===== src/pbpc_pkg.sv =====
// Package with the shared types, constants and functions of the PCG32 block pattern checker.
package pbpc_pkg;

    localparam int DATA_W  = 32;
    localparam int INDEX_W = 32;
    localparam int NVAL_W  = 3;
    localparam int KEY_W   = 40;
    localparam int STATE_W = 64;
    localparam int HALF_W  = 32;

    // Padded stream widths: input holds index, data and byte count; output holds flags and word.
    localparam int S_TDATA_W = 72;
    localparam int M_TDATA_W = 40;

    localparam logic [KEY_W-1:0]   KEY_RESET   = 40'hD1_5CDA_7A00;
    localparam logic [STATE_W-1:0] LCG_INC     = 64'h1405_7B7E_F767_814F;
    localparam logic [HALF_W-1:0]  LCG_MUL_LO  = 32'h4C95_7F2D;
    localparam logic [HALF_W-1:0]  LCG_MUL_HI  = 32'h5851_F42D;

    typedef enum logic [2:0] {
        ST_IDLE,
        ST_SEED_A,
        ST_SEED_B,
        ST_STEP_A,
        ST_STEP_B
    } pbpc_state_t;

    // Commands from the controller to the datapath.
    typedef struct packed {
        logic load_in;   // capture the accepted transaction (and seed on a start word)
        logic mul_lo;    // first half of the LCG step: low and first cross product
        logic mul_hi;    // second half: second cross product, sum, state update
        logic emit;      // write the result register and update the block verdict
    } pbpc_cmd_t;

    // Status from the datapath to the controller.
    typedef struct packed {
        logic out_free;  // result register is empty or being taken this cycle
    } pbpc_status_t;

    // XSH-RR output permutation of the 64-bit generator state.
    function automatic logic [DATA_W-1:0] pcg_permute(input logic [STATE_W-1:0] s);
        logic [STATE_W-1:0] mix;
        logic [DATA_W-1:0]  x;
        logic [4:0]         r;
        mix = s ^ (s >> 18);
        x   = mix[58:27];
        r   = s[63:59];
        return (x >> r) | (x << ((6'd32 - {1'b0, r}) & 6'd31));
    endfunction

    // Byte mask over the valid low bytes; four or more compares the whole word.
    function automatic logic [DATA_W-1:0] byte_mask(input logic [NVAL_W-1:0] n);
        logic [DATA_W-1:0] m;
        case (n)
            3'd0:    m = 32'h0000_0000;
            3'd1:    m = 32'h0000_00FF;
            3'd2:    m = 32'h0000_FFFF;
            3'd3:    m = 32'h00FF_FFFF;
            default: m = 32'hFFFF_FFFF;
        endcase
        return m;
    endfunction

endpackage


===== src/pbpc_datapath.sv =====
// Datapath with the generator state, split LCG multiplier, comparator and result register.
module pbpc_datapath
    import pbpc_pkg::*;
(
    input  logic                 aclk,
    input  logic                 aresetn,
    input  pbpc_cmd_t            cmd,
    output pbpc_status_t         status,
    input  logic [KEY_W-1:0]     key_offset,
    input  logic                 in_start,
    input  logic [INDEX_W-1:0]   in_block_index,
    input  logic [DATA_W-1:0]    in_data_word,
    input  logic [NVAL_W-1:0]    in_valid_bytes,
    input  logic                 in_last,
    output logic                 m_tvalid,
    input  logic                 m_tready,
    output logic [M_TDATA_W-1:0] m_tdata,
    output logic                 m_tlast
);

    logic [STATE_W-1:0] lcg_state_reg, lcg_state_next;
    logic [STATE_W-1:0] lo_prod_reg;
    logic [HALF_W-1:0]  cross_reg;
    logic               block_good_reg;
    logic [DATA_W-1:0]  data_reg;
    logic [NVAL_W-1:0]  nvalid_reg;
    logic               last_reg;
    logic               m_valid_reg;
    logic [M_TDATA_W-1:0] m_data_reg;
    logic               m_last_reg;

    logic [STATE_W-1:0] seed_c;
    logic [HALF_W-1:0]  s_lo, s_hi;
    logic [STATE_W-1:0] lo_prod_c;
    logic [HALF_W-1:0]  cross_a_c, cross_b_c, hi_sum_c;
    logic [DATA_W-1:0]  expect_c;
    logic               word_ok_c, block_ok_c;

    assign s_lo = lcg_state_reg[HALF_W-1:0];
    assign s_hi = lcg_state_reg[STATE_W-1:HALF_W];

    assign seed_c = LCG_INC + {{(STATE_W-KEY_W){1'b0}}, key_offset}
                  + {{(STATE_W-INDEX_W){1'b0}}, in_block_index};

    // The 64x64 product modulo 2^64 is built from three 32x32 products, split over the mul_lo and mul_hi steps.
    assign lo_prod_c = {{HALF_W{1'b0}}, s_lo} * {{HALF_W{1'b0}}, LCG_MUL_LO};
    assign cross_a_c = s_lo * LCG_MUL_HI;
    assign cross_b_c = s_hi * LCG_MUL_LO;
    assign hi_sum_c  = lo_prod_reg[STATE_W-1:HALF_W] + cross_reg + cross_b_c;
    assign lcg_state_next = {hi_sum_c, lo_prod_reg[HALF_W-1:0]} + LCG_INC;

    assign expect_c   = pcg_permute(lcg_state_reg);
    assign word_ok_c  = ((data_reg ^ expect_c) & byte_mask(nvalid_reg)) == '0;
    assign block_ok_c = block_good_reg & word_ok_c;

    assign status.out_free = !m_valid_reg || m_tready;

    always_ff @(posedge aclk) begin
        if (!aresetn) begin
            lcg_state_reg  <= '0;
            block_good_reg <= 1'b1;
            m_valid_reg    <= 1'b0;
        end else begin
            if (cmd.load_in && in_start) begin
                lcg_state_reg  <= seed_c;
                block_good_reg <= 1'b1;
            end else if (cmd.mul_hi) begin
                lcg_state_reg <= lcg_state_next;
            end
            if (cmd.emit) begin
                block_good_reg <= block_ok_c;
                m_valid_reg    <= 1'b1;
            end else if (m_tready) begin
                m_valid_reg <= 1'b0;
            end
        end
    end

    always_ff @(posedge aclk) begin
        if (cmd.load_in) begin
            data_reg   <= in_data_word;
            nvalid_reg <= in_valid_bytes;
            last_reg   <= in_last;
        end
        if (cmd.mul_lo) begin
            lo_prod_reg <= lo_prod_c;
            cross_reg   <= cross_a_c;
        end
        if (cmd.emit) begin
            m_data_reg <= {{(M_TDATA_W-DATA_W-2){1'b0}}, expect_c, block_ok_c, word_ok_c};
            m_last_reg <= last_reg;
        end
    end

    assign m_tvalid = m_valid_reg;
    assign m_tdata  = m_data_reg;
    assign m_tlast  = m_last_reg;

endmodule


===== config.mk =====
export PLATFORM = sky130hd
export DESIGN_NAME = pbpc_datapath
export DESIGN_NICKNAME = d
export VERILOG_FILES = /design/src/pbpc_pkg.sv /design/src/pbpc_datapath.sv
export SDC_FILE = /design/constraint.sdc
export NUM_CORES = 2
export LEC_CHECK = 0
export BUFFER_PORTS_ARGS = -buffer_cell sky130_fd_sc_hd__buf_2
export CAP_MARGIN = 40
export CORE_MARGIN = 2
export CORE_UTILIZATION = 30
export DETAILED_ROUTE_END_ITERATION = 10
export SLEW_MARGIN = 10
export SYNTH_ARGS = -nofsm -noshare
export SYNTH_HDL_FRONTEND = slang
export SYNTH_SLANG_ARGS = --single-unit

===== constraint.sdc =====
create_clock -name aclk -period 8.79 [get_ports aclk]
set_input_delay 0.4395 -clock aclk [delete_from_list [all_inputs] [get_ports aclk]]
set_output_delay 0.4395 -clock aclk [all_outputs]
set_load 0.01 [all_outputs]

* Yosys cells after proc, flatten, opt, wreduce, memory -nomap -nowiden
Index checks and enable logic that the tools add are counted.
** Cells by class
- Shifts and indexed selects :: 2
- Multiplexer cells :: 7
- Bitwise gates (word level) :: 5
- Reductions and logical operators :: 8
- Equality and inequality tests :: 3
- $mul :: 3
- $add $sub $neg :: 6
** Operator list (count)
- $mux W64 :: 2
- $pmux W32 S4 :: 1
- $add A64 B61 Y64 const B :: 1
- $mul A32 B31 Y32 const B :: 2
- $add A62 B32 Y63 :: 1
- $mul A32 B31 Y63 const B :: 1
- $add A61 B40 Y62 const A :: 1
- $xor A59 B46 Y59 :: 1
- $add A31 B32 Y32 :: 1
- $add A32 B32 Y32 :: 1
- $and A32 B32 Y32 :: 1
- $logic_not A32 Y1 :: 1
- $or A32 B32 Y32 :: 1
- $shl A32 B5 Y32 :: 1
- $shr A32 B5 Y32 :: 1
- $xor A32 B32 Y32 :: 1
- $eq A3 B2 Y1 const B :: 2
- $reduce_bool A2 Y1 :: 3
- $sub A1 B5 Y5 const A :: 1
- $mux W1 :: 4
- $eq A3 B1 Y1 const B :: 1
- $logic_not A3 Y1 :: 1
- $and A1 B1 Y1 :: 1
- $logic_and A1 B1 Y1 :: 1
- 2 further kinds :: 2
** Storage, ports and cells
- Output and inout bits :: 43
- Register bits :: 232
- Word-level logic and storage cells :: 44
- Input port bits :: 116

* Longest topological paths before layout
- Depth in word-level cells :: 8
- Gate-level depth with buffers :: 30
- Gate-level depth less buffers :: 29

* Least setup slack after synthesis
No wires, ideal clock.
- Path kind :: register to register
- Start point :: register lcg_state_reg[49]
- End point :: register lcg_state_reg[63]
- Data arrival time :: 7.711 ns
- Setup time :: 0.086 ns
- Cell stages (with the launch flop) :: 28
- Path slack :: 0.994 ns
- Clock period less this slack :: 7.796 ns
- Path through :: dfxtp_1 clkbuf_1 inv_1 fa_1 fa_1 fa_1 fa_1 inv_1 fa_1 inv_1 fa_1 inv_1 fa_1 inv_1 fa_1 inv_1 ha_1 and4_1 a211oi_1 a211oi_1 nor3_2 a211o_1 a21bo_2 or4b_1 o311a_1 a211oi_1 xnor2_1 a211oi_1
** Between the ends
- Cells in the longest elaborated chain, start to end :: 5
** RTL lines
- from (decl) :: RTL line pbpc_datapath.sv:21 : logic [STATE_W-1:0] lcg_state_reg, lcg_state_next;
- from (signal assigned) :: RTL line pbpc_datapath.sv:68 : lcg_state_reg <= lcg_state_next;
- $mul A32 B31 Y32 :: RTL line pbpc_datapath.sv:48 : assign cross_b_c = s_hi * LCG_MUL_LO;
- $add A32 B32 Y32 :: RTL line pbpc_datapath.sv:49 : assign hi_sum_c = lo_prod_reg[STATE_W-1:HALF_W] + cross_reg + cross_b_c;
- $add A64 B61 Y64 :: RTL line pbpc_datapath.sv:50 : assign lcg_state_next = {hi_sum_c, lo_prod_reg[HALF_W-1:0]} + LCG_INC;
- $mux W64 :: RTL line pbpc_datapath.sv:67 : end else if (cmd.mul_hi) begin
- $mux W64 :: RTL line pbpc_datapath.sv:64 : if (cmd.load_in && in_start) begin
Every way passes these cells. The select of a mux whose other input is x is not followed.
A chain may end at the register's enable or synchronous reset.

* Worst setup path after layout
- Start point :: register lcg_state_reg[35]
- End point :: register lcg_state_reg[63]
Same word-level chain as after synthesis.

==> impl_metrics.env <==
export IMPL_status="finished clean"
export IMPL_largest_reg_flops=64
export IMPL_synth_edff_count=158
export IMPL_synth_flop_cell="edfxtp_1"
export IMPL_wirelength_mm=180.4
export IMPL_ys_seq_area_share_pct=11.73
export IMPL_setup_viol=0
export IMPL_maxCapViolations=0
export IMPL_finalCritPeriodShare_pct=96.00
export IMPL_fin_skew_ns=0.02501
export IMPL_critPathCaptureType="register"
export IMPL_multi_input_comb_area_sq_um=39750
export IMPL_fmax_mhz=118.5
export IMPL_die_x_microns=419.1
export IMPL_io_pins=159
export IMPL_seqCellArea_sq_um=6072
export IMPL_grt_first_pass_wirelength_mm=264.7
export IMPL_grt_use_total_pct=20.49
export IMPL_die_h_microns=419.1
export IMPL_path_common_cell="fa_1"
export IMPL_drt_pass1_iter_count=5
export IMPL_postLayoutCoreUtil_pct=33.17
export IMPL_syn_mean_instance_area_sq_um=9.918
export IMPL_clkSinkCount=224
export IMPL_path_clk_slew_ns=0.06
export IMPL_drc_errors=0
export IMPL_worst_slew_pin_slew_ns=0.9052
export IMPL_die_area_sq_um=175600
export IMPL_rsz0062_at_grt="false"
export IMPL_post_dp_cell_area_sq_um=55690
export IMPL_cts_root_buf="clkbuf_16"
export IMPL_start_util_pct=30.17
export IMPL_path_max_fanout=10
export IMPL_async_reset_ff_share_pct=0
export IMPL_globalplace_congestion=0.9881
export IMPL_final_nets=7169
export IMPL_synth_distinct_cells=93
export IMPL_ant_nets=0
export IMPL_cts_made_buffers=29
export IMPL_cp_start_kind="register"
export IMPL_crit_buf_inv=6
export IMPL_worstPathArrival_ns=8.95
export IMPL_crit_required_ns=9.30
export IMPL_viasPerCell=4.902
export IMPL_place_inst=7672
export IMPL_grt_max_degree=63
export IMPL_path_class="register to register"
export IMPL_cts_tree="built"
export IMPL_fin_tns_setup_ns=0
export IMPL_layout_min_cycle_time_ns=8.438
export IMPL_cpPeakStageDelay_ns=0.75
export IMPL_cts_setup_buffers=0
export IMPL_drive_gt1_share_pct=7.465
export IMPL_core_area_sq_um=171400
export IMPL_ys_seq_elements=224
export IMPL_synth_warnings=0
export IMPL_syn2layout_area_growth_pct=9.958
export IMPL_drt_iter0_drc=2904
export IMPL_port_buffers=152
export IMPL_syn_inst=5212
export IMPL_crit_family="adder cells"
export IMPL_maxSlewViolCount=0
export IMPL_via_count=37998
export IMPL_slew_headroom_pct=39.45
export IMPL_grt_pass1_vias=40046
export IMPL_clock_latency_ns=0.61
export IMPL_num_rows=152
export IMPL_wl_per_cell_microns=23.27
export IMPL_hold_violations=0
export IMPL_antenna_found_initial=8
export IMPL_clockBufferDepth=3
export IMPL_hold_class="primary input to register"
export IMPL_stdcell_count=7752
export IMPL_slowest_stage="dfxtp_1"
export IMPL_detailed_place_hpwl_mm=157.4
export IMPL_grt_ovfl_total=0
export IMPL_htreeDepth=1
export IMPL_synth_area_sq_um=51690
export IMPL_fillers=17539
export IMPL_fin_area_sq_um=56840
worst paths after layout:
kind                                    end                           start  slack [ns]  cells after the start
max reg2reg  lcg_state_reg[63]$_SDFFE_PN0P_  lcg_state_reg[35]$_SDFFE_PN0P_        0.35                     27
min reg2reg               m_tlast$_DFFE_PP_              last_reg$_DFFE_PP_        0.43                      0
max          lcg_state_reg[63]$_SDFFE_PN0P_  lcg_state_reg[35]$_SDFFE_PN0P_        0.35                     27
min                  data_reg[18]$_DFFE_PP_                in_data_word[18]        0.03                      1
worst register-to-register path: stages (launching register included):
cell and delay [ns]:
dfxtp_1 0.75, inv_1 0.34, fa_1 0.60, inv_1 0.05, fa_1 0.41, fa_1 0.49, inv_1 0.05, fa_1 0.47
inv_1 0.05, fa_1 0.46, ha_1 0.30, fa_1 0.48, inv_1 0.05, fa_1 0.47, inv_1 0.04, ha_1 0.37
a21oi_1 0.28, a21oi_1 0.13, a211oi_1 0.49, a211oi_1 0.18, nor3_2 0.32, a211o_1 0.21, a21bo_2 0.15, or4b_1 0.44
o311a_1 0.17, a211oi_1 0.28, xnor2_1 0.11, a211oi_1 0.21
cell type report:
type | instances | share of cell area, %
clock buffer | 39 | 1.396
antenna | 3 | 0.01321
clock inverter | 14 | 0.1893
timing repair buffer | 280 | 3.214
sequential | 224 | 10.68
tap | 2310 | 5.085
multi-input combinational | 3445 | 69.93
inverter | 1437 | 9.490
synth_stat cells (all sizes together) (40+ instances only):
cell,number,area [sq um]
o21ai,138,690.7
o211ai,40,300.3
nor2b,40,250.2
buf,44,272.8
dfxtp,66,1321
a21oi,174,870.8
xnor2,196,1739
xor2,114,1006
edfxtp,158,4745
a21o,76,570.6
fa,870,17420
mux2i,57,570.6
inv,1435,5386
clkbuf,67,251.5
nor2,172,645.6
ha,766,9584
nand2,185,694.4
mux4,61,1374
nand3,46,230.2
cell usage in the layout, fill, tap and decap left out, drive strengths merged, types with 31 or more instances in the layout:
cell	Yosys	routed
a211oi	36	36
o21a	37	37
o211ai	40	40
ha	766	766
a21oi	174	174
xnor2	196	196
fa	870	870
nand2	185	185
nand3	46	46
buf	44	256
inv	1435	1435
nand2b	31	31
nor2	172	172
nor2b	40	40
nor3	39	39
xor2	114	114
edfxtp	158	158
dfxtp	66	66
mux4	61	61
mux2i	57	57
clkbuf	67	39
a21o	76	76
o21ai	138	138
metrics by stage:
step	worst slack, ns	hold WS [ns]
3_5_place_dp	0.4197	0.4086
2_1_floorplan	0.9938	0.4003
5_1_grt	0.03564	0.008858
6_report	0.3519	0.03064
4_1_cts	0.4179	0.0003259
3_3_place_gp	0.5917	0.4123
kinds of logic (layout without fill, tap and decap cells):
group,Yosys count,in the layout,share of synthesized area [%]
AO/OA/AOI/OAI,728,728,9.360
XOR/XNOR,310,310,5.311
adder cells (fa/ha/maj),1636,1636,52.23
buffers and inverters,1548,1770,11.45
flip-flops,224,224,11.73
multiplexers,126,126,3.936
other,1,9,0.007254
AND/OR/NAND/NOR,639,639,5.969
repair_timing:
item / 4_1_cts / 5_1_grt
resized for setup: 0 / 0
hold endpoints to repair: 24 / 0
hold buffers: 24 / 0
setup endpoints to repair: 0 / 0
routing by layer:
layer | vias up | part of all wire (%) | GRT usage (%)
li1 | 17073 | - | -
met1 | 19300 | 42 | 26.97
met2 | 1369 | 47 | 33.99
met3 | 254 | 6.8 | 3.328
met4 | 2 | 3.9 | 7.104
met5 | - | 0.0061 | 0
Power is not shown: default switching activity piles up to over one toggle a cycle in this logic, so the estimate is an artifact.
